===== src/rtl/core/corner_stencil_relax_3d_defines.svh =====
// Assertion macros shared by the corner stencil relaxation RTL.
`ifndef CORNER_STENCIL_RELAX_3D_DEFINES_SVH
`define CORNER_STENCIL_RELAX_3D_DEFINES_SVH
`ifndef ASSERT_OFF
`define CSR3D_ASSERT(lbl, clk_sig, rst_sig, prop, msg) \
  lbl: assert property (@(posedge clk_sig) disable iff (!rst_sig) prop) else $error(msg);
`define CSR3D_ASSERT_NEXT(lbl, clk_sig, rst_sig, pre, post, msg) \
  lbl: assert property (@(posedge clk_sig) disable iff (!rst_sig) (pre) |=> (post)) \
    else $error(msg);
`else
`define CSR3D_ASSERT(lbl, clk_sig, rst_sig, prop, msg)
`define CSR3D_ASSERT_NEXT(lbl, clk_sig, rst_sig, pre, post, msg)
`endif
`endif


===== src/rtl/core/csr3d_pkg.sv =====
// Types, constants and helper functions of the corner stencil relaxation block.
package csr3d_pkg;

  localparam int MAX_X = 64;
  localparam int MAX_Y = 64;
  localparam int SAMPLE_BITS = 16;
  localparam int OUT_BITS = SAMPLE_BITS + 3;

  localparam int SIZE_BITS = 7;
  localparam int DEPTH_BITS = 16;
  localparam int AREA_BITS = 2 * SIZE_BITS;
  localparam int X_BITS = 6;
  localparam int Y_BITS = 6;
  localparam int Z_BITS = 16;

  localparam int LINE_DIST_BITS = $clog2(2 * MAX_X + 1);
  localparam int PLANE_DIST_BITS = $clog2(2 * MAX_X * MAX_Y + 2 * MAX_X + 1);

  localparam int PLANE_DEPTH = 2 * MAX_X * MAX_Y + 2 * MAX_X + 2;
  localparam int PLANE_AW = $clog2(PLANE_DEPTH);
  localparam int LINE_DEPTH = 2 * MAX_X + 2;
  localparam int LINE_AW = $clog2(LINE_DEPTH);

  localparam int ADDR_BITS = 4;
  localparam int DATA_BITS = 32;
  localparam int REG_IDX_BITS = ADDR_BITS - 2;

  localparam logic [REG_IDX_BITS-1:0] REG_WIDTH = 2'd0;
  localparam logic [REG_IDX_BITS-1:0] REG_HEIGHT = 2'd1;
  localparam logic [REG_IDX_BITS-1:0] REG_DEPTH = 2'd2;

  localparam logic [SIZE_BITS-1:0] MIN_SIZE = 7'd3;
  localparam logic [DEPTH_BITS-1:0] MIN_DEPTH = 16'd3;
  localparam logic [SIZE_BITS-1:0] RESET_WIDTH = 7'd64;
  localparam logic [SIZE_BITS-1:0] RESET_HEIGHT = 7'd64;
  localparam logic [DEPTH_BITS-1:0] RESET_DEPTH = 16'd64;

  typedef logic signed [SAMPLE_BITS-1:0] sample_t;
  typedef logic signed [SAMPLE_BITS:0] part_t;
  typedef logic signed [OUT_BITS-1:0] value_t;

  typedef struct packed {
    sample_t cur;
    sample_t back2;
  } pair_t;

  typedef struct packed {
    logic [SIZE_BITS-1:0]       width;
    logic [SIZE_BITS-1:0]       height;
    logic [DEPTH_BITS-1:0]      depth;
    logic [LINE_DIST_BITS-1:0]  dist_line;
    logic [PLANE_DIST_BITS-1:0] dist_plane;
    logic [PLANE_DIST_BITS-1:0] dist_corner;
  } cfg_t;

  typedef struct packed {
    logic              emit;
    logic [X_BITS-1:0] x;
    logic [Y_BITS-1:0] y;
    logic [Z_BITS-1:0] z;
    logic              last;
  } point_t;

  function automatic logic [SIZE_BITS-1:0] clamp_size(input logic [SIZE_BITS-1:0] raw,
                                                      input logic [SIZE_BITS-1:0] limit);
    if (raw < MIN_SIZE) return MIN_SIZE;
    if (raw > limit) return limit;
    return raw;
  endfunction

  function automatic cfg_t make_cfg(input logic [SIZE_BITS-1:0] w_raw,
                                    input logic [SIZE_BITS-1:0] h_raw,
                                    input logic [DEPTH_BITS-1:0] d_raw);
    cfg_t c;
    logic [AREA_BITS-1:0] area;
    c.width = clamp_size(w_raw, SIZE_BITS'(MAX_X));
    c.height = clamp_size(h_raw, SIZE_BITS'(MAX_Y));
    c.depth = (d_raw < MIN_DEPTH) ? MIN_DEPTH : d_raw;
    area = AREA_BITS'(c.width) * AREA_BITS'(c.height);
    c.dist_line = LINE_DIST_BITS'({c.width, 1'b0});
    c.dist_plane = PLANE_DIST_BITS'({area, 1'b0});
    c.dist_corner = c.dist_plane + PLANE_DIST_BITS'(c.dist_line);
    return c;
  endfunction

endpackage


===== src/rtl/core/csr3d_cfg.sv =====
// Configuration registers with the APB-style port and the derived tap distances.
module csr3d_cfg import csr3d_pkg::*; (
  input  logic                 clk,
  input  logic                 rst_n,
  input  logic                 psel,
  input  logic                 penable,
  input  logic                 pwrite,
  input  logic [ADDR_BITS-1:0] paddr,
  input  logic [DATA_BITS-1:0] pwdata,
  output logic [DATA_BITS-1:0] prdata,
  output logic                 pready,
  output cfg_t                 cfg
);

  logic [SIZE_BITS-1:0]    width_r, width_nxt;
  logic [SIZE_BITS-1:0]    height_r, height_nxt;
  logic [DEPTH_BITS-1:0]   depth_r, depth_nxt;
  cfg_t                    cfg_r;
  logic                    wr;
  logic [REG_IDX_BITS-1:0] idx;

  assign pready = 1'b1;
  assign idx = paddr[ADDR_BITS-1:2];
  assign wr = psel && penable && pwrite;
  assign cfg = cfg_r;

  always_comb begin
    width_nxt = width_r;
    height_nxt = height_r;
    depth_nxt = depth_r;
    if (wr) begin
      case (idx)
        REG_WIDTH: width_nxt = pwdata[SIZE_BITS-1:0];
        REG_HEIGHT: height_nxt = pwdata[SIZE_BITS-1:0];
        REG_DEPTH: depth_nxt = pwdata[DEPTH_BITS-1:0];
        default: ;
      endcase
    end
  end

  always_comb begin
    case (idx)
      REG_WIDTH: prdata = DATA_BITS'(width_r);
      REG_HEIGHT: prdata = DATA_BITS'(height_r);
      REG_DEPTH: prdata = DATA_BITS'(depth_r);
      default: prdata = '0;
    endcase
  end

  always_ff @(posedge clk) begin
    if (!rst_n) begin
      width_r <= RESET_WIDTH;
      height_r <= RESET_HEIGHT;
      depth_r <= RESET_DEPTH;
      cfg_r <= make_cfg(RESET_WIDTH, RESET_HEIGHT, RESET_DEPTH);
    end else begin
      width_r <= width_nxt;
      height_r <= height_nxt;
      depth_r <= depth_nxt;
      cfg_r <= make_cfg(width_nxt, height_nxt, depth_nxt);
    end
  end

endmodule


===== config.mk =====
export PLATFORM = sky130hd
export DESIGN_NAME = csr3d_cfg
export DESIGN_NICKNAME = d
export VERILOG_FILES = /design/src/rtl/core/corner_stencil_relax_3d_defines.svh /design/src/rtl/core/csr3d_pkg.sv /design/src/rtl/core/csr3d_cfg.sv
export SDC_FILE = /design/constraint.sdc
export NUM_CORES = 1
export LEC_CHECK = 0
export BUFFER_PORTS_ARGS = -buffer_cell sky130_fd_sc_hd__buf_2
export CORE_MARGIN = 2
export CORE_UTILIZATION = 58
export CTS_CLUSTER_DIAMETER = 30
export CTS_CLUSTER_SIZE = 8
export DETAILED_ROUTE_END_ITERATION = 16
export GPL_ROUTABILITY_DRIVEN = 0
export PLACE_DENSITY = 0.92
export SETUP_SLACK_MARGIN = 0.5
export SLEW_MARGIN = 20
export SYNTH_ARGS = -nofsm -noshare
export SYNTH_HDL_FRONTEND = slang
export SYNTH_SLANG_ARGS = --single-unit

===== constraint.sdc =====
create_clock -name clk -period 14.88 [get_ports clk]
set_input_delay 0 -clock clk [delete_from_list [all_inputs] [get_ports clk]]
set_output_delay 0 -clock clk [all_outputs]
set_load 0.02 [all_outputs]

==> results_dict.tcl <==
set metrics [dict create \
    outcome "completed" \
    ys_top_cells_by_count "86 x dfxtp_1, 76 x nor2_1, 64 x nand2_1" \
    yosysMostFrequentCell "dfxtp_1" \
    post-route-min-period_ps 6327 \
    finalHoldViolCount 0 \
    post_cts_buffers 0 \
    yosys.area.top_type "dfxtp_1" \
    synth_ff_type "dfxtp_1" \
    grt_usage_pct 27.57 \
    yosysWarnings 0 \
    die_w_um 98.68 \
    cp-end-kind "register" \
    core_um2 8721 \
    ant_nets 0 \
    drc 0 \
    clock_latency_ps 370 \
    core.rowCount 34 \
    p_per_area_nw_per_um2 74.60 \
    path_delay_family "adder cells" \
    tightest_slew_ps 771.0 \
    dpl.hpwl_um 9248 \
    syn_area_per_cell_um2 8.979 \
    crit_path_top_delay_cell "mux2i_2" \
    syn_area_um2 5199 \
    ys_ff_latch 86 \
    synthToLayoutAreaGrowth_pct 15.55 \
    grt-ovfl-total 0 \
    yosys.area.top_type_share_pct 33.12 \
    worst_path_most_repeated_cell "fa_1" \
    wl_um 13360 \
    layout-drive-gt1-share_pct 22.16 \
    async_reset_ff_share_pct 0 \
    ys_types 63 \
    arrival_ps 6580 \
    place_ws_ps 8346 \
    portBuffers 101 \
    holdBufCountCts 16 \
    netlist_instances 579 \
    finalSetupTns_ps 0 \
    grt_pass1_vias 4503 \
    io_pins 140 \
    slew_headroom_pct 48.45 \
    cp_slowest_stage_delay_ps 660 \
    critPathKind "in -> reg" \
    num_vias 4555 \
    leakage_nw 2.981 \
    post_cts_resized 0 \
    antennaDiodeCount 0 \
    clockBufferDepth 2 \
    grt_pass1_wl_um 21530 \
    root_buffer "clkbuf_8" \
    yosysSeqAreaShare_pct 33.12 \
    htree_levels 3 \
    fillers 580 \
    setup_viol 0 \
    nets 782 \
    start_util_pct 59.61 \
    clock.fmax_ghz 0.1581 \
    hp-class "in -> reg" \
    via_per_inst 5.737 \
    antenna_found_initial 0 \
    cp.required_ps 15130 \
    path_buf_inv 4 \
    clock_skew_ps 11.66 \
    synth_area_leaders "dfxtp_1 33%, fa_1 9.2%, ha_1 8.7%, nor2_1 5.5%, nand2_1 4.6%" \
    grt_max_degree 59 \
    worstPathMaxFanout 16 \
    rsz0062_at_grt "false" \
    cts_tree "done" \
    synth_edf_count 0 \
    die_area_um2 9737 \
    worstPathCellList "buf_2 > and4b_1 > nand2_8 > mux2i_2 > nand2b_1 > or2_1 > fa_1 > inv_1 > fa_1 > inv_1 > fa_1 > inv_1 > fa_1 > ha_1 > xnor2_1 > ha_1 > a21oi_1 > o221a_2 > nand2_2 > nand3_2 > mux2_4" \
    fin_ws_ps 8553 \
    wl_per_cell_um 16.83 \
    cts_buffers 9 \
    drt_iter0_markers 362 \
    period_share_pct 42.52 \
    final_max_slew_viol_count 0 \
    cap_violations 0 \
    clk_pin_slew_ps 80 \
    clock-sinks 86 \
    dieHeight_um 98.68 \
    ir_drop_v 0.00004091 \
    worst_setup_path_start_kind "primary input" \
    first_pass_iters 5 \
]
[worst paths after layout]
kind                     startpoint               endpoint  slack, ps  cells after the start
max                        paddr[3]     cfg[12]$_SDFF_PN0_       8550                     21
min                           rst_n      cfg[7]$_SDFF_PN1_         20                      2
max reg2reg  height_r[6]$_SDFF_PN1_     cfg[12]$_SDFF_PN0_       8670                     18
min reg2reg   depth_r[3]$_SDFF_PN0_  depth_r[3]$_SDFF_PN0_        500                      2
[worst reg2reg max path: cells and delay by family (launching register included)]
kind            cells  cell delay (ps)
fa+ha+maj           6             2830
mux                 2              930
xor+xnor            1              260
simple gates        4              820
compound gates      2              680
flops               1              390
buf+inv             3              210
[metal layers]
layer	up-vias	wire, um	GRT usage, %
met2	265	6724	47.04
li1	2081	-	-
met4	0	559	15.07
met3	53	1009	4.823
met1	2156	5067	33.06
met5	-	0	0
[where the power goes]
group          internal, mW  switching, mW  total [mW]  leakage [nW]
clock                0.0868         0.0864       0.173         0.106
sequential            0.233        0.00149       0.234         0.694
combinational        0.0133         0.0276      0.0408          2.18
total                 0.333          0.115       0.448          2.98
[cell type report]
class,instances,area [um2],share of cell area [%]
clock buffer,11,151.4,2.520
clock inverter,5,56.30,0.9373
inverter,32,120.1,2.000
multi-input combinational,432,3134,52.18
sequential,86,1722,28.66
tap,108,135.1,2.250
timing repair buffer,120,688.2,11.46
[stage by stage]
stage	util (%)	power (mW)	std cells	area (um2)	hold WS [ps]
3_5_place_dp	64.66	0.2753	762	5639	285.3
2_1_floorplan	-	0.2673	597	5266	136.0
6_report	68.88	0.4481	794	6007	22.54
4_1_cts	68.88	0.4463	794	6007	0.6100
3_3_place_gp	64.66	0.2742	762	5639	276.6
5_1_grt	68.88	0.4602	794	6007	28.44
[cells in the final DEF (no fill, tap or decap), types with 3 or more instances in the layout]
cell type      netlist  layout
ha_1                36      36
nor3_1               7       7
mux2_2               4       4
a21oi_1             42      42
nor4_1               6       6
nand2_1             64      64
o21bai_1             4       4
and2_1              18      18
inv_1               30      30
mux2i_1             18      18
xnor2_1             10      10
a21o_1               4       4
dfxtp_1             86      86
nor2b_1              3       3
o21ai_1              3       3
xor2_1               5       5
dlygate4sd3_1        0      16
nand2b_1            14      14
fa_1                24      24
or2_1                3       3
nor2_1              76      76
clkbuf_8             0      11
nand4_1              5       5
o21ai_0             13      13
nand3_1             11      11
buf_4               29       3
buf_2                4     101
conb_1               2      20
[logic make-up after synthesis]
kind of cell,after synthesis,synth area share (%)
AOI/OAI and AO/OA,83,10.33
xor gates and xnor gates,19,3.778
adders and majority gates,60,17.91
buffers and inverters,79,7.894
DFF,86,33.12
muxes,26,5.752
other,2,0.1445
and+or+nand+nor,224,21.08
[flip-flops by register name (all words and copies together), names as in the netlist]
register	cells
cfg	56
depth_r	16
height_r	7
width_r	7
Note: power is estimated with default switching activity, not from simulation.
