File: config.mk
export PLATFORM = sky130hd
export DESIGN_NAME = csr3d_pos
export DESIGN_NICKNAME = d
export VERILOG_FILES = /design/src/rtl/core/csr3d_pkg.sv /design/src/rtl/core/csr3d_pos.sv
export VERILOG_INCLUDE_DIRS = /design/src /design/src/rtl/core
export SDC_FILE = /design/constraint.sdc
export NUM_CORES = 1
export LEC_CHECK = 0
export BUFFER_PORTS_ARGS = -buffer_cell sky130_fd_sc_hd__buf_2
export CORE_MARGIN = 2
export CORE_UTILIZATION = 25
export DETAILED_ROUTE_END_ITERATION = 7
export PLACE_DENSITY = 0.51
export SLEW_MARGIN = 40
export SYNTH_ARGS = -nofsm -noshare
export SYNTH_HDL_FRONTEND = slang
export SYNTH_SLANG_ARGS = --single-unit
File: constraint.sdc
create_clock -name clk -period 7.1 [get_ports clk]
set_input_delay 0.355 -clock clk [delete_from_list [all_inputs] [get_ports clk]]
set_output_delay 0.355 -clock clk [all_outputs]
set_load 0.1 [all_outputs]
File: src/rtl/core/corner_stencil_relax_3d_defines.svh
// Assertion macros shared by the corner stencil relaxation RTL.
`ifndef CORNER_STENCIL_RELAX_3D_DEFINES_SVH
`define CORNER_STENCIL_RELAX_3D_DEFINES_SVH
`ifndef ASSERT_OFF
`define CSR3D_ASSERT(lbl, clk_sig, rst_sig, prop, msg) \
  lbl: assert property (@(posedge clk_sig) disable iff (!rst_sig) prop) else $error(msg);
`define CSR3D_ASSERT_NEXT(lbl, clk_sig, rst_sig, pre, post, msg) \
  lbl: assert property (@(posedge clk_sig) disable iff (!rst_sig) (pre) |=> (post)) \
    else $error(msg);
`else
`define CSR3D_ASSERT(lbl, clk_sig, rst_sig, prop, msg)
`define CSR3D_ASSERT_NEXT(lbl, clk_sig, rst_sig, pre, post, msg)
`endif
`endif

File: src/rtl/core/csr3d_pkg.sv
// Types, constants and helper functions of the corner stencil relaxation block.
package csr3d_pkg;

  localparam int MAX_X = 64;
  localparam int MAX_Y = 64;
  localparam int SAMPLE_BITS = 16;
  localparam int OUT_BITS = SAMPLE_BITS + 3;

  localparam int SIZE_BITS = 7;
  localparam int DEPTH_BITS = 16;
  localparam int AREA_BITS = 2 * SIZE_BITS;
  localparam int X_BITS = 6;
  localparam int Y_BITS = 6;
  localparam int Z_BITS = 16;

  localparam int LINE_DIST_BITS = $clog2(2 * MAX_X + 1);
  localparam int PLANE_DIST_BITS = $clog2(2 * MAX_X * MAX_Y + 2 * MAX_X + 1);

  localparam int PLANE_DEPTH = 2 * MAX_X * MAX_Y + 2 * MAX_X + 2;
  localparam int PLANE_AW = $clog2(PLANE_DEPTH);
  localparam int LINE_DEPTH = 2 * MAX_X + 2;
  localparam int LINE_AW = $clog2(LINE_DEPTH);

  localparam int ADDR_BITS = 4;
  localparam int DATA_BITS = 32;
  localparam int REG_IDX_BITS = ADDR_BITS - 2;

  localparam logic [REG_IDX_BITS-1:0] REG_WIDTH = 2'd0;
  localparam logic [REG_IDX_BITS-1:0] REG_HEIGHT = 2'd1;
  localparam logic [REG_IDX_BITS-1:0] REG_DEPTH = 2'd2;

  localparam logic [SIZE_BITS-1:0] MIN_SIZE = 7'd3;
  localparam logic [DEPTH_BITS-1:0] MIN_DEPTH = 16'd3;
  localparam logic [SIZE_BITS-1:0] RESET_WIDTH = 7'd64;
  localparam logic [SIZE_BITS-1:0] RESET_HEIGHT = 7'd64;
  localparam logic [DEPTH_BITS-1:0] RESET_DEPTH = 16'd64;

  typedef logic signed [SAMPLE_BITS-1:0] sample_t;
  typedef logic signed [SAMPLE_BITS:0] part_t;
  typedef logic signed [OUT_BITS-1:0] value_t;

  typedef struct packed {
    sample_t cur;
    sample_t back2;
  } pair_t;

  typedef struct packed {
    logic [SIZE_BITS-1:0]       width;
    logic [SIZE_BITS-1:0]       height;
    logic [DEPTH_BITS-1:0]      depth;
    logic [LINE_DIST_BITS-1:0]  dist_line;
    logic [PLANE_DIST_BITS-1:0] dist_plane;
    logic [PLANE_DIST_BITS-1:0] dist_corner;
  } cfg_t;

  typedef struct packed {
    logic              emit;
    logic [X_BITS-1:0] x;
    logic [Y_BITS-1:0] y;
    logic [Z_BITS-1:0] z;
    logic              last;
  } point_t;

  function automatic logic [SIZE_BITS-1:0] clamp_size(input logic [SIZE_BITS-1:0] raw,
                                                      input logic [SIZE_BITS-1:0] limit);
    if (raw < MIN_SIZE) return MIN_SIZE;
    if (raw > limit) return limit;
    return raw;
  endfunction

  function automatic cfg_t make_cfg(input logic [SIZE_BITS-1:0] w_raw,
                                    input logic [SIZE_BITS-1:0] h_raw,
                                    input logic [DEPTH_BITS-1:0] d_raw);
    cfg_t c;
    logic [AREA_BITS-1:0] area;
    c.width = clamp_size(w_raw, SIZE_BITS'(MAX_X));
    c.height = clamp_size(h_raw, SIZE_BITS'(MAX_Y));
    c.depth = (d_raw < MIN_DEPTH) ? MIN_DEPTH : d_raw;
    area = AREA_BITS'(c.width) * AREA_BITS'(c.height);
    c.dist_line = LINE_DIST_BITS'({c.width, 1'b0});
    c.dist_plane = PLANE_DIST_BITS'({area, 1'b0});
    c.dist_corner = c.dist_plane + PLANE_DIST_BITS'(c.dist_line);
    return c;
  endfunction

endpackage

File: src/rtl/core/csr3d_pos.sv
// Raster position tracking, interior test and short sample history.
`include "corner_stencil_relax_3d_defines.svh"
module csr3d_pos import csr3d_pkg::*; (
  input  logic    clk,
  input  logic    rst_n,
  input  logic    accept,
  input  logic    frame_start,
  input  sample_t sample,
  input  cfg_t    cfg,
  output point_t  point,
  output sample_t back2
);

  localparam int XB1 = X_BITS + 1;
  localparam int YB1 = Y_BITS + 1;
  localparam int ZB1 = Z_BITS + 1;

  logic [X_BITS-1:0] pos_x_r, pos_x_nxt, px;
  logic [Y_BITS-1:0] pos_y_r, pos_y_nxt, py;
  logic [Z_BITS-1:0] pos_z_r, pos_z_nxt, pz;
  logic [XB1-1:0]    x_inc;
  logic [YB1-1:0]    y_inc;
  logic [ZB1-1:0]    z_inc;
  sample_t           hist1_r, hist2_r;

  assign back2 = hist2_r;

  always_comb begin
    px = frame_start ? '0 : pos_x_r;
    py = frame_start ? '0 : pos_y_r;
    pz = frame_start ? '0 : pos_z_r;
    x_inc = {1'b0, px} + XB1'(1);
    y_inc = {1'b0, py} + YB1'(1);
    z_inc = {1'b0, pz} + ZB1'(1);

    point.emit = (px >= X_BITS'(2)) && (SIZE_BITS'({1'b0, px}) < cfg.width) &&
                 (py >= Y_BITS'(2)) && (SIZE_BITS'({1'b0, py}) < cfg.height) &&
                 (pz >= Z_BITS'(2)) && (pz < cfg.depth);
    point.x = px - X_BITS'(1);
    point.y = py - Y_BITS'(1);
    point.z = pz - Z_BITS'(1);
    point.last = (SIZE_BITS'({1'b0, px}) == cfg.width - SIZE_BITS'(1)) &&
                 (SIZE_BITS'({1'b0, py}) == cfg.height - SIZE_BITS'(1)) &&
                 (pz == cfg.depth - Z_BITS'(1));

    pos_x_nxt = pos_x_r;
    pos_y_nxt = pos_y_r;
    pos_z_nxt = pos_z_r;
    if (accept) begin
      pos_y_nxt = py;
      pos_z_nxt = pz;
      if (SIZE_BITS'(x_inc) >= cfg.width) begin
        pos_x_nxt = '0;
        if (SIZE_BITS'(y_inc) >= cfg.height) begin
          pos_y_nxt = '0;
          if (z_inc >= {1'b0, cfg.depth}) begin
            pos_z_nxt = '0;
          end else begin
            pos_z_nxt = z_inc[Z_BITS-1:0];
          end
        end else begin
          pos_y_nxt = y_inc[Y_BITS-1:0];
        end
      end else begin
        pos_x_nxt = x_inc[X_BITS-1:0];
      end
    end
  end

  always_ff @(posedge clk) begin
    if (!rst_n) begin
      pos_x_r <= '0;
      pos_y_r <= '0;
      pos_z_r <= '0;
    end else begin
      pos_x_r <= pos_x_nxt;
      pos_y_r <= pos_y_nxt;
      pos_z_r <= pos_z_nxt;
    end
  end

  always_ff @(posedge clk) begin
    if (accept) begin
      hist1_r <= sample;
      hist2_r <= hist1_r;
    end
  end

  `CSR3D_ASSERT_NEXT(a_frame_restart, clk, rst_n, accept && frame_start, pos_x_r == X_BITS'(1) && pos_y_r == '0 && pos_z_r == '0, "frame start did not restart the position")
  `CSR3D_ASSERT_NEXT(a_last_wraps, clk, rst_n, accept && point.emit && point.last, pos_x_r == '0 && pos_y_r == '0 && pos_z_r == '0, "position did not wrap after the last point")

endmodule

==> results by group <==
Run status
  • Run status: completed

STA
  • Worst hold slack: approximately 190 ps
  • Final Slew Violations: 0
  • F_max: roughly 220 MHz
  • RSZ-0062 raised after global routing: no
  • Clk_skew: between 10 and 15 ps
  • Setup TNS: 0 ps
  • Worst Tran Pin Value: around 770 ps
  • Final-report hold violation count: 0
  • Final Setup Violations: 0
  • Final WS setup: roughly 2500 ps
  • Min Clock Period, post-route: around 4600 ps
  • Final period util: between 60% and 70%
  • Max_slew headroom: 48.3%

Layout
  • ANT cells: 0
  • Filler cells: 2,291
  • Final #Nets: 878
  • Area grow syn2layout: 18.5%
  • Final core utilization: between 30% and 40%
  • Register Area: 1520 um2
  • Share of cells above drive strength 1: ~17%
  • Post-route cell area: 6390 um2
  • Area of the multi-input gates: approximately 3500 um2
  • Post-route insts no fill: about 1,000

Placed design
  • Cell Area, Placed: a little over 6000 um2
  • Dpl ws: ~2300 ps
  • Placed cells: between 900 and 1,000
  • HPWL Detailed: 12,700 um
  • IO buf count: 95
  • Gpl congestion: ~0.8

Setup path
  • CP arrival: roughly 4800 ps
  • Startpoint Class: flip-flop
  • Crit path kind: flip-flop to flip-flop
  • Critical path fanouts, max: 10
  • Reg2reg start: pos_z_r[1]
  • Setup crit end kind: flip-flop
  • Worst Setup SP: pos_z_r[1]
  • Worst EP required: 7360 ps

Floorplan
  • Die width: ~150 um
  • Initial core utilization: about a quarter
  • Core Rows: between 50 and 60
  • Die Span Y: approximately 150 um
  • Total die area: 22,800 um2
  • Io pins: between 100 and 150
  • Core Area: roughly 21,000 um2

CTS
  • Post-CTS setup buffer count: 0
  • H-tree depth: 3
  • Hold buffer count at cts: 0
  • Root buf cell: clkbuf_16
  • Clock Path Buffers: 2
  • Clk sinks: 60
  • Clock latency on the worst-skew pair: roughly 340 ps
  • CTS tree: built
  • CTS-repair resized insts: 0
  • Clock-pin slew on the worst setup and hold paths: 60 ps
  • Number of buffers created by CTS: 9

Synthesis
  • Top-count cell post-synth: ha_1
  • Commonest cells post-synth: ha_1, xnor2_1, inv_1
  • Dominant cells by area after synthesis: edfxtp_1, ha_1, dfxtp_1
  • Cell count after synthesis: 644
  • Post-synth EDFFs: 32
  • Sequential area share after synthesis: ~28%
  • Area leader, netlist: edfxtp_1
  • Post-synth top flop: edfxtp_1
  • Net count after synthesis: 800
  • Synth Warn #: 0
  • Synth cell types: ~60
  • Syn Area/Cell: roughly 8.4 um2
  • FFs w/ async S/R, synth: 0%
  • Cell Area, Synth: around 5400 um2
  • Flops & latches, synth: 60
  • Synth top area share: between 15 and 20%

Power and ir drop
  • Sequential Power Share: between 30% and 40%
  • Sw power: roughly 0.44 mW
  • Worst VDD drop: 94.7 uV
  • Internal Power: 0.702 mW
  • Clock power frac: between 30% and 40%
  • Lkg Pwr: 2.78 nW
  • Total power: 1.14 mW
  • Comb power frac: about 30%
  • Switching Share: between 30% and 40%
  • Cell Pwr Density: around 180 nW/um2

Route
  • Total number of vias: between 4,000 and 5,000
  • Remaining routing DRC violations: 0
  • Vias/cell: 4.90
  • Final ANT Viol Nets: 0
  • First-pass DRT Iterations: 5
  • Final WL: around 16,000 um
  • Avg WL per Cell: roughly 16 um
  • Initial DRC count: between 300 and 400

Hold path
  • Worst min-delay path class: input pin to flip-flop
  • Hold_sp: sample[15]

Global routing
  • GR Overflow Total: 0
  • Initial antenna violation count: 0
  • Gr usage total: between 10 and 15%
  • First-pass GRT wire length: between 20,000 and 30,000 um
  • Vias in the first global route: ~4,600
  • Largest net degree at the start of global routing: 64

Job
  • Maxcap violations: 0
==> critical path: stages, from the launching register on <==
cell and delay, ps:
dfxtp_1 520, nor2b_1 390, ha_1 320, nand4_1 180, nor3_2 470, nand4_1 180, xnor2_1 270, ha_1 290
a21o_1 160, a21o_1 170, a41o_1 190, and4b_1 320, nor3b_4 480, or3b_1 390, a31oi_1 160
==> power by group through the flow <==
stage                     sequential, mW  clock (mW)  combinational [mW]
after CTS                          0.397       0.416               0.339
after global routing               0.399       0.433               0.363
after floorplan                    0.444           0               0.219
after detailed placement           0.404           0               0.338
after global placement             0.403           0               0.338
final                              0.397       0.407               0.338
==> routing by layer <==
metal / track usage, % / share of wire [%]
met5: 0 / 0
met4: 4.25 / 1.4
met3: 2.20 / 5.8
met2: 21.9 / 45
met1: 20.9 / 48
==> flip-flops by register name (all words and copies together) (netlist names) <==
register and cells:
back2 16, hist1_r 16, pos_x_r 6, pos_y_r 6, pos_z_r 16
==> placed cells by master (no fill, tap or decap), drive strengths merged, types with 2 or more instances in the layout <==
cell	count
nand3	30
ha	70
a32o	5
nor2	47
a31oi	11
buf	98
and4	3
edfxtp	32
o21a	6
o2111ai	3
nor3	28
a31o	2
nor4bb	2
nor2b	21
inv	53
a221oi	6
a21oi	21
nor4	9
o22ai	3
nand4	10
xor2	16
a22oi	2
o21ai	39
xnor2	61
or3	8
clkbuf	9
nand2b	8
a21o	8
dfxtp	28
clkinv	7
nand2	44
a2111oi	2
a21boi	7
or4	2
and3	6
==> cells by family after synthesis <==
family	Yosys count	synth area share, %
buffers and inverters	85	6.17
AND/OR/NAND/NOR	223	21.2
flip-flops	60	28.2
XOR/XNOR	77	12.5
AO/OA/AOI/OAI	129	15.7
adder cells (fa/ha/maj)	70	16.2
==> worst paths after layout <==
kind / to / slack, ps / cells past startpoint
max reg2reg: pos_z_r[13] / 2540 / 14
min: hist1_r[15] / 190 / 1
max: pos_z_r[13] / 2540 / 14
min reg2reg: back2[11] / 420 / 0
==> cell type report <==
cell class / instances / share of cell area, %
multi-input cells: 499 / 55.5
flip-flops and latches: 60 / 23.8
repair buffers: 98 / 7.79
well taps: 275 / 5.38
clock buffers: 9 / 3.52
inverters: 54 / 3.17
clock inverters: 7 / 0.822
Note: power is estimated with default switching activity, not from simulation.
