## src/rtl/core/corner_stencil_relax_3d_defines.svh

```systemverilog
// Assertion macros shared by the corner stencil relaxation RTL.
`ifndef CORNER_STENCIL_RELAX_3D_DEFINES_SVH
`define CORNER_STENCIL_RELAX_3D_DEFINES_SVH
`ifndef ASSERT_OFF
`define CSR3D_ASSERT(lbl, clk_sig, rst_sig, prop, msg) \
  lbl: assert property (@(posedge clk_sig) disable iff (!rst_sig) prop) else $error(msg);
`define CSR3D_ASSERT_NEXT(lbl, clk_sig, rst_sig, pre, post, msg) \
  lbl: assert property (@(posedge clk_sig) disable iff (!rst_sig) (pre) |=> (post)) \
    else $error(msg);
`else
`define CSR3D_ASSERT(lbl, clk_sig, rst_sig, prop, msg)
`define CSR3D_ASSERT_NEXT(lbl, clk_sig, rst_sig, pre, post, msg)
`endif
`endif

```

## src/rtl/core/csr3d_pkg.sv

```systemverilog
// Types, constants and helper functions of the corner stencil relaxation block.
package csr3d_pkg;

  localparam int MAX_X = 64;
  localparam int MAX_Y = 64;
  localparam int SAMPLE_BITS = 16;
  localparam int OUT_BITS = SAMPLE_BITS + 3;

  localparam int SIZE_BITS = 7;
  localparam int DEPTH_BITS = 16;
  localparam int AREA_BITS = 2 * SIZE_BITS;
  localparam int X_BITS = 6;
  localparam int Y_BITS = 6;
  localparam int Z_BITS = 16;

  localparam int LINE_DIST_BITS = $clog2(2 * MAX_X + 1);
  localparam int PLANE_DIST_BITS = $clog2(2 * MAX_X * MAX_Y + 2 * MAX_X + 1);

  localparam int PLANE_DEPTH = 2 * MAX_X * MAX_Y + 2 * MAX_X + 2;
  localparam int PLANE_AW = $clog2(PLANE_DEPTH);
  localparam int LINE_DEPTH = 2 * MAX_X + 2;
  localparam int LINE_AW = $clog2(LINE_DEPTH);

  localparam int ADDR_BITS = 4;
  localparam int DATA_BITS = 32;
  localparam int REG_IDX_BITS = ADDR_BITS - 2;

  localparam logic [REG_IDX_BITS-1:0] REG_WIDTH = 2'd0;
  localparam logic [REG_IDX_BITS-1:0] REG_HEIGHT = 2'd1;
  localparam logic [REG_IDX_BITS-1:0] REG_DEPTH = 2'd2;

  localparam logic [SIZE_BITS-1:0] MIN_SIZE = 7'd3;
  localparam logic [DEPTH_BITS-1:0] MIN_DEPTH = 16'd3;
  localparam logic [SIZE_BITS-1:0] RESET_WIDTH = 7'd64;
  localparam logic [SIZE_BITS-1:0] RESET_HEIGHT = 7'd64;
  localparam logic [DEPTH_BITS-1:0] RESET_DEPTH = 16'd64;

  typedef logic signed [SAMPLE_BITS-1:0] sample_t;
  typedef logic signed [SAMPLE_BITS:0] part_t;
  typedef logic signed [OUT_BITS-1:0] value_t;

  typedef struct packed {
    sample_t cur;
    sample_t back2;
  } pair_t;

  typedef struct packed {
    logic [SIZE_BITS-1:0]       width;
    logic [SIZE_BITS-1:0]       height;
    logic [DEPTH_BITS-1:0]      depth;
    logic [LINE_DIST_BITS-1:0]  dist_line;
    logic [PLANE_DIST_BITS-1:0] dist_plane;
    logic [PLANE_DIST_BITS-1:0] dist_corner;
  } cfg_t;

  typedef struct packed {
    logic              emit;
    logic [X_BITS-1:0] x;
    logic [Y_BITS-1:0] y;
    logic [Z_BITS-1:0] z;
    logic              last;
  } point_t;

  function automatic logic [SIZE_BITS-1:0] clamp_size(input logic [SIZE_BITS-1:0] raw,
                                                      input logic [SIZE_BITS-1:0] limit);
    if (raw < MIN_SIZE) return MIN_SIZE;
    if (raw > limit) return limit;
    return raw;
  endfunction

  function automatic cfg_t make_cfg(input logic [SIZE_BITS-1:0] w_raw,
                                    input logic [SIZE_BITS-1:0] h_raw,
                                    input logic [DEPTH_BITS-1:0] d_raw);
    cfg_t c;
    logic [AREA_BITS-1:0] area;
    c.width = clamp_size(w_raw, SIZE_BITS'(MAX_X));
    c.height = clamp_size(h_raw, SIZE_BITS'(MAX_Y));
    c.depth = (d_raw < MIN_DEPTH) ? MIN_DEPTH : d_raw;
    area = AREA_BITS'(c.width) * AREA_BITS'(c.height);
    c.dist_line = LINE_DIST_BITS'({c.width, 1'b0});
    c.dist_plane = PLANE_DIST_BITS'({area, 1'b0});
    c.dist_corner = c.dist_plane + PLANE_DIST_BITS'(c.dist_line);
    return c;
  endfunction

endpackage

```

## src/rtl/core/csr3d_sum.sv

```systemverilog
// Three-stage adder pipeline with the input handshake and the result register.
`include "corner_stencil_relax_3d_defines.svh"
module csr3d_sum import csr3d_pkg::*; (
  input  logic              clk,
  input  logic              rst_n,
  input  logic              in_valid,
  output logic              in_ready,
  output logic              accept,
  input  point_t            point,
  input  sample_t           sample,
  input  sample_t           back2,
  input  pair_t             line_tap,
  input  pair_t             plane_tap,
  input  pair_t             corner_tap,
  output logic              out_valid,
  input  logic              out_ready,
  output value_t            out_value,
  output logic [X_BITS-1:0] out_x,
  output logic [Y_BITS-1:0] out_y,
  output logic [Z_BITS-1:0] out_z,
  output logic              out_last
);

  logic    s1_valid_r, s1_valid_nxt;
  point_t  s1_point_r;
  sample_t s1_cur_r, s1_back2_r;
  logic    s1_adv;

  logic    s2_valid_r, s2_valid_nxt;
  point_t  s2_point_r;
  part_t   s2_part_r [4];
  part_t   part_nxt [4];
  logic    s2_adv, s2_free;

  logic    out_valid_r, out_valid_nxt;
  value_t  out_value_r, value_nxt;
  point_t  out_point_r;

  always_comb begin
    s2_adv = s2_valid_r && (!out_valid_r || out_ready);
    s2_free = !s2_valid_r || s2_adv;
    s1_adv = s1_valid_r && (!s1_point_r.emit || s2_free);
    in_ready = !s1_valid_r || s1_adv;
    accept = in_valid && in_ready;

    s1_valid_nxt = accept ? 1'b1 : (s1_adv ? 1'b0 : s1_valid_r);
    s2_valid_nxt = (s1_adv && s1_point_r.emit) ? 1'b1 : (s2_adv ? 1'b0 : s2_valid_r);
    out_valid_nxt = s2_adv ? 1'b1 : ((out_valid_r && out_ready) ? 1'b0 : out_valid_r);

    part_nxt[0] = part_t'(s1_cur_r) + part_t'(s1_back2_r);
    part_nxt[1] = part_t'(line_tap.cur) + part_t'(line_tap.back2);
    part_nxt[2] = part_t'(plane_tap.cur) + part_t'(plane_tap.back2);
    part_nxt[3] = part_t'(corner_tap.cur) + part_t'(corner_tap.back2);

    value_nxt = value_t'(s2_part_r[0]) + value_t'(s2_part_r[1]) +
                value_t'(s2_part_r[2]) + value_t'(s2_part_r[3]);
  end

  always_ff @(posedge clk) begin
    if (!rst_n) begin
      s1_valid_r <= 1'b0;
      s2_valid_r <= 1'b0;
      out_valid_r <= 1'b0;
    end else begin
      s1_valid_r <= s1_valid_nxt;
      s2_valid_r <= s2_valid_nxt;
      out_valid_r <= out_valid_nxt;
    end
  end

  always_ff @(posedge clk) begin
    if (accept) begin
      s1_point_r <= point;
      s1_cur_r <= sample;
      s1_back2_r <= back2;
    end
    if (s1_adv && s1_point_r.emit) begin
      s2_point_r <= s1_point_r;
      s2_part_r <= part_nxt;
    end
    if (s2_adv) begin
      out_point_r <= s2_point_r;
      out_value_r <= value_nxt;
    end
  end

  assign out_valid = out_valid_r;
  assign out_value = out_value_r;
  assign out_x = out_point_r.x;
  assign out_y = out_point_r.y;
  assign out_z = out_point_r.z;
  assign out_last = out_point_r.last;

  `CSR3D_ASSERT_NEXT(a_emit_reaches_s2, clk, rst_n, s1_adv && s1_point_r.emit, s2_valid_r, "interior point lost between stages")
  `CSR3D_ASSERT_NEXT(a_s1_holds, clk, rst_n, s1_valid_r && !s1_adv, s1_valid_r && $stable(s1_cur_r), "stalled first stage changed")
  `CSR3D_ASSERT(a_s2_only_emit, clk, rst_n, s2_valid_r |-> s2_point_r.emit, "boundary point entered the adder stage")

endmodule
```

## config.mk

```make
export PLATFORM = sky130hd
export DESIGN_NAME = csr3d_sum
export DESIGN_NICKNAME = d
export VERILOG_FILES = /design/src/rtl/core/csr3d_pkg.sv /design/src/rtl/core/csr3d_sum.sv
export VERILOG_INCLUDE_DIRS = /design/src /design/src/rtl/core
export SDC_FILE = /design/constraint.sdc
export NUM_CORES = 1
export LEC_CHECK = 0
export ABC_CLOCK_PERIOD_IN_PS = 11900
export BUFFER_PORTS_ARGS = -buffer_cell sky130_fd_sc_hd__buf_4
export CAP_MARGIN = 40
export CORE_UTILIZATION = 55
export DETAILED_ROUTE_END_ITERATION = 12
export PLACE_DENSITY = 0.79
export REMOVE_ABC_BUFFERS = 1
export SYNTH_ARGS = -nofsm -noshare
export SYNTH_HDL_FRONTEND = slang
export SYNTH_SLANG_ARGS = --single-unit
```

## constraint.sdc

```tcl
create_clock -name clk -period 11.9 [get_ports clk]
set_clock_uncertainty 0.15 [all_clocks]
set_input_delay 0.595 -clock clk [delete_from_list [all_inputs] [get_ports clk]]
set_output_delay 0.595 -clock clk [all_outputs]
set_load 0.03 [all_outputs]
```

==> out/metrics.cfg <==
[placed_design]
port_buffers=212
placed_area_sq_mm=0.01316
hpwl_microns=18340
gp_congestion=0.8684

[cts]
cts.root.buffer_cell=clkbuf_16
clk_latency_ps=510
clockBufferDepth=3
cts.sinks=210
clkTransAtPathRegs_ps=60
postCtsSetupBuffers=0
cts_max_level=1
postCtsHoldBufs=0
cts_tree=yes
cts_resized=0
cts_buffers=22

[status]
run_status=finished clean

[yosys]
synth_cells=878
synthDistinctLibCells=62
synth_edf_count=207
synth_warnings=0
synth_xor_xnor_area_share_pct=4.773
synth_ff_type=edfxtp_1
synth-seq-cells=210
syn_avg_cell_area_sq_um=12.75
synth_top_family_by_area=adder cells
synth_fa_ha_area_share_pct=16.14
synth_seq_area_share_pct=56.07
ys_async_sr_fraction_pct=0
yosys.area_share.simple_pct=6.696
synth_mux_area_share_pct=0.08943
synth-compound-area-share_pct=11.67
syn_area_sq_mm=0.01119

[setup_path]
cp_max_fo=4
crit_type=reg -> reg
timing.critical_path.from=s2_part_r[36]$_DFFE_PP_
slowest_stage=fa_1
r2r-start=s2_part_r[36]$_DFFE_PP_
worst_ep_required_time_ps=11980
max_stage_delay_ps=590
path_cells=inv_1 > fa_1 > fa_1 > inv_1 > ha_1 > a211o_1 > a21oi_2 > a211oi_1 > o21ai_0 > a21oi_1 > xnor2_1
crit_path_start_kind=flop
end_kind=flop
arrival_ps=3660

[finish]
final_layout_size_suffix_gt1_share_pct=23.14
fillers=1376
seq_area_sq_mm=0.006276
stdcell_area_sq_mm=0.01389
area_delta_synth_final_pct=24.13
nets=1397
multi_input_area_sq_mm=0.004427

[timing]
fin_crit_ps=3573
fin_setup_tns_ps=0
hold_violations=0
hold_slack_ps=109.3
period_share_pct=30.03
tightest_slew_ps=924.8
setup-violations-final=0
drv_slew=0
relSlewSlack_pct=38.21
timing.fmax_mhz=279.8
rsz0062_at_grt=no

[global_route]
grt_overflow=0
grtUsageMet1_pct=29.87
gr-usage-met2_pct=41.30
grt_pass1_vias=7300
grtUsageTotal_pct=23.62
met3_usage_pct=3.817
antenna_found_initial=1
grt_max_degree=64
grt_pass1_wl_microns=36930
busiest_layer=met2

[detailed_routing]
drt_wl_total_microns=23970
vias=7582
routed_via_density=5.439
drt_iter0_drc=526
firstDrtPassIters=5
ant_nets=0
avgRoutedWirePerCell_microns=17.19
drcViolationCount=0

[floorplanning]
fp.dieH_microns=144.7
dieArea_sq_mm=0.02093
coreArea_sq_mm=0.01972
fp.dieW_microns=144.7
initial_core_util_pct=56.77
num_rows=51
ios=213

[pwr]
total_power_w=0.002128
p_leak_nw=5.938
peakVddDrop_mv=0.1042
p_per_area_mw_per_mm2=153.2

[hold_path]
holdCritPathClass=in -> reg
min_from=point[14]

[job]
cap_violations=0

report_power, final:
part           switching (W)  total (W)  leakage, nW  internal (W)
registers          0.0000133   0.000907         1.96      0.000894
clock network       0.000273   0.000690        0.361      0.000417
logic               0.000298   0.000531         3.62      0.000233
total               0.000584    0.00213         5.94       0.00154
layout by cell type, fill, tap and decap left out, drive strengths merged, types with 3 or more instances in the layout:
cell,synthesis,layout
xnor2,40,40
bufinv,0,3
xor2,21,21
dfxtp,3,3
o21a,10,10
o2111a,3,3
a21o,24,24
o21ai,42,42
nor2,39,39
a31oi,7,7
edfxtp,207,207
buf,0,216
nor3,20,20
a211oi,4,4
nand2b,9,9
o2111ai,5,5
o21bai,4,4
clkinv,0,7
and2,4,4
a41oi,4,4
nand2,38,38
inv,132,132
nand4,6,6
and3,5,5
o31a,3,3
a21boi,3,3
ha,82,82
nand3,11,11
o211ai,5,5
a2111oi,6,6
fa,39,39
clkbuf,4,28
a21oi,53,53
nor2b,12,12
or2,3,3
through the flow:
stage	cells	util (%)	setup WS, ps
after floorplan	874	-	5780
after global placement	1354	66.66	8493
after detailed placement	1355	66.76	8414
after CTS	1393	70.46	8381
after global routing	1394	70.47	8204
final	1394	70.47	8327
state kept, by name, indices dropped and copies added (netlist names):
| register | flops |
|---|---|
| out_z | 16 |
| s1_point_r | 30 |
| s2_point_r | 29 |
| out_value | 19 |
| out_valid | 1 |
| s2_valid_r | 1 |
| out_x | 6 |
| s1_back2_r | 16 |
| out_last | 1 |
| s1_valid_r | 1 |
| out_y | 6 |
| s2_part_r | 68 |
| s1_cur_r | 16 |
layer usage:
layer  share of wire (%)  wire length (microns)
met5                   0                      0
met4                 2.7                    659
met3                 6.3                   1503
met2                  50                  12090
met1                  41                   9718
cells in the mapped netlist, drive strengths merged (7+ instances only):
cell type	number	share of area, %
nor2	39	1.3
inv	132	4.4
nand3	11	0.49
a21oi	53	2.4
a21o	24	1.6
nor3	20	0.89
fa	39	7.0
o21a	10	0.67
ha	82	9.2
nand2	38	1.3
nor2b	12	0.74
o21ai	42	1.9
nand2b	9	0.50
edfxtp	207	56
xnor2	40	3.1
xor2	21	1.6
a31oi	7	0.39
cell type report:
class | instances | area share [%]
antenna | 1 | 0.01801
clock buffer | 28 | 4.268
clock inverter | 10 | 0.9725
inverter | 132 | 3.566
multi-input combinational | 532 | 31.86
sequential | 210 | 45.17
tap | 265 | 2.386
timing repair buffer | 216 | 11.76
logic make-up (layout without fill, tap and decap cells):
group	after synthesis	after routing
flops	210	210
compound gates	195	195
simple gates	154	154
buf+inv	136	386
fa+ha+maj	121	121
xor+xnor	61	61
mux	1	1
other cells	0	1
worst max-delay path, delay by kind of cell, from the launching register on:
kind                     cells  cell delay (ps)
AO/OA/AOI/OAI                5             1110
flip-flops                   1              390
buffers and inverters        2              160
adder cells (fa/ha/maj)      3             1340
XOR/XNOR                     1              150
worst paths after layout:
path	endpoint	slack (ps)	cells past startpoint
setup / recovery	out_value[18]$_DFFE_PP_	8330	11
hold / removal	s1_point_r[14]$_DFFE_PP_	110	1
setup reg to reg	out_value[18]$_DFFE_PP_	8330	11
hold reg to reg	s2_point_r[13]$_DFFE_PP_	260	0
No activity file was read; power rests on OpenSTA's default activity.
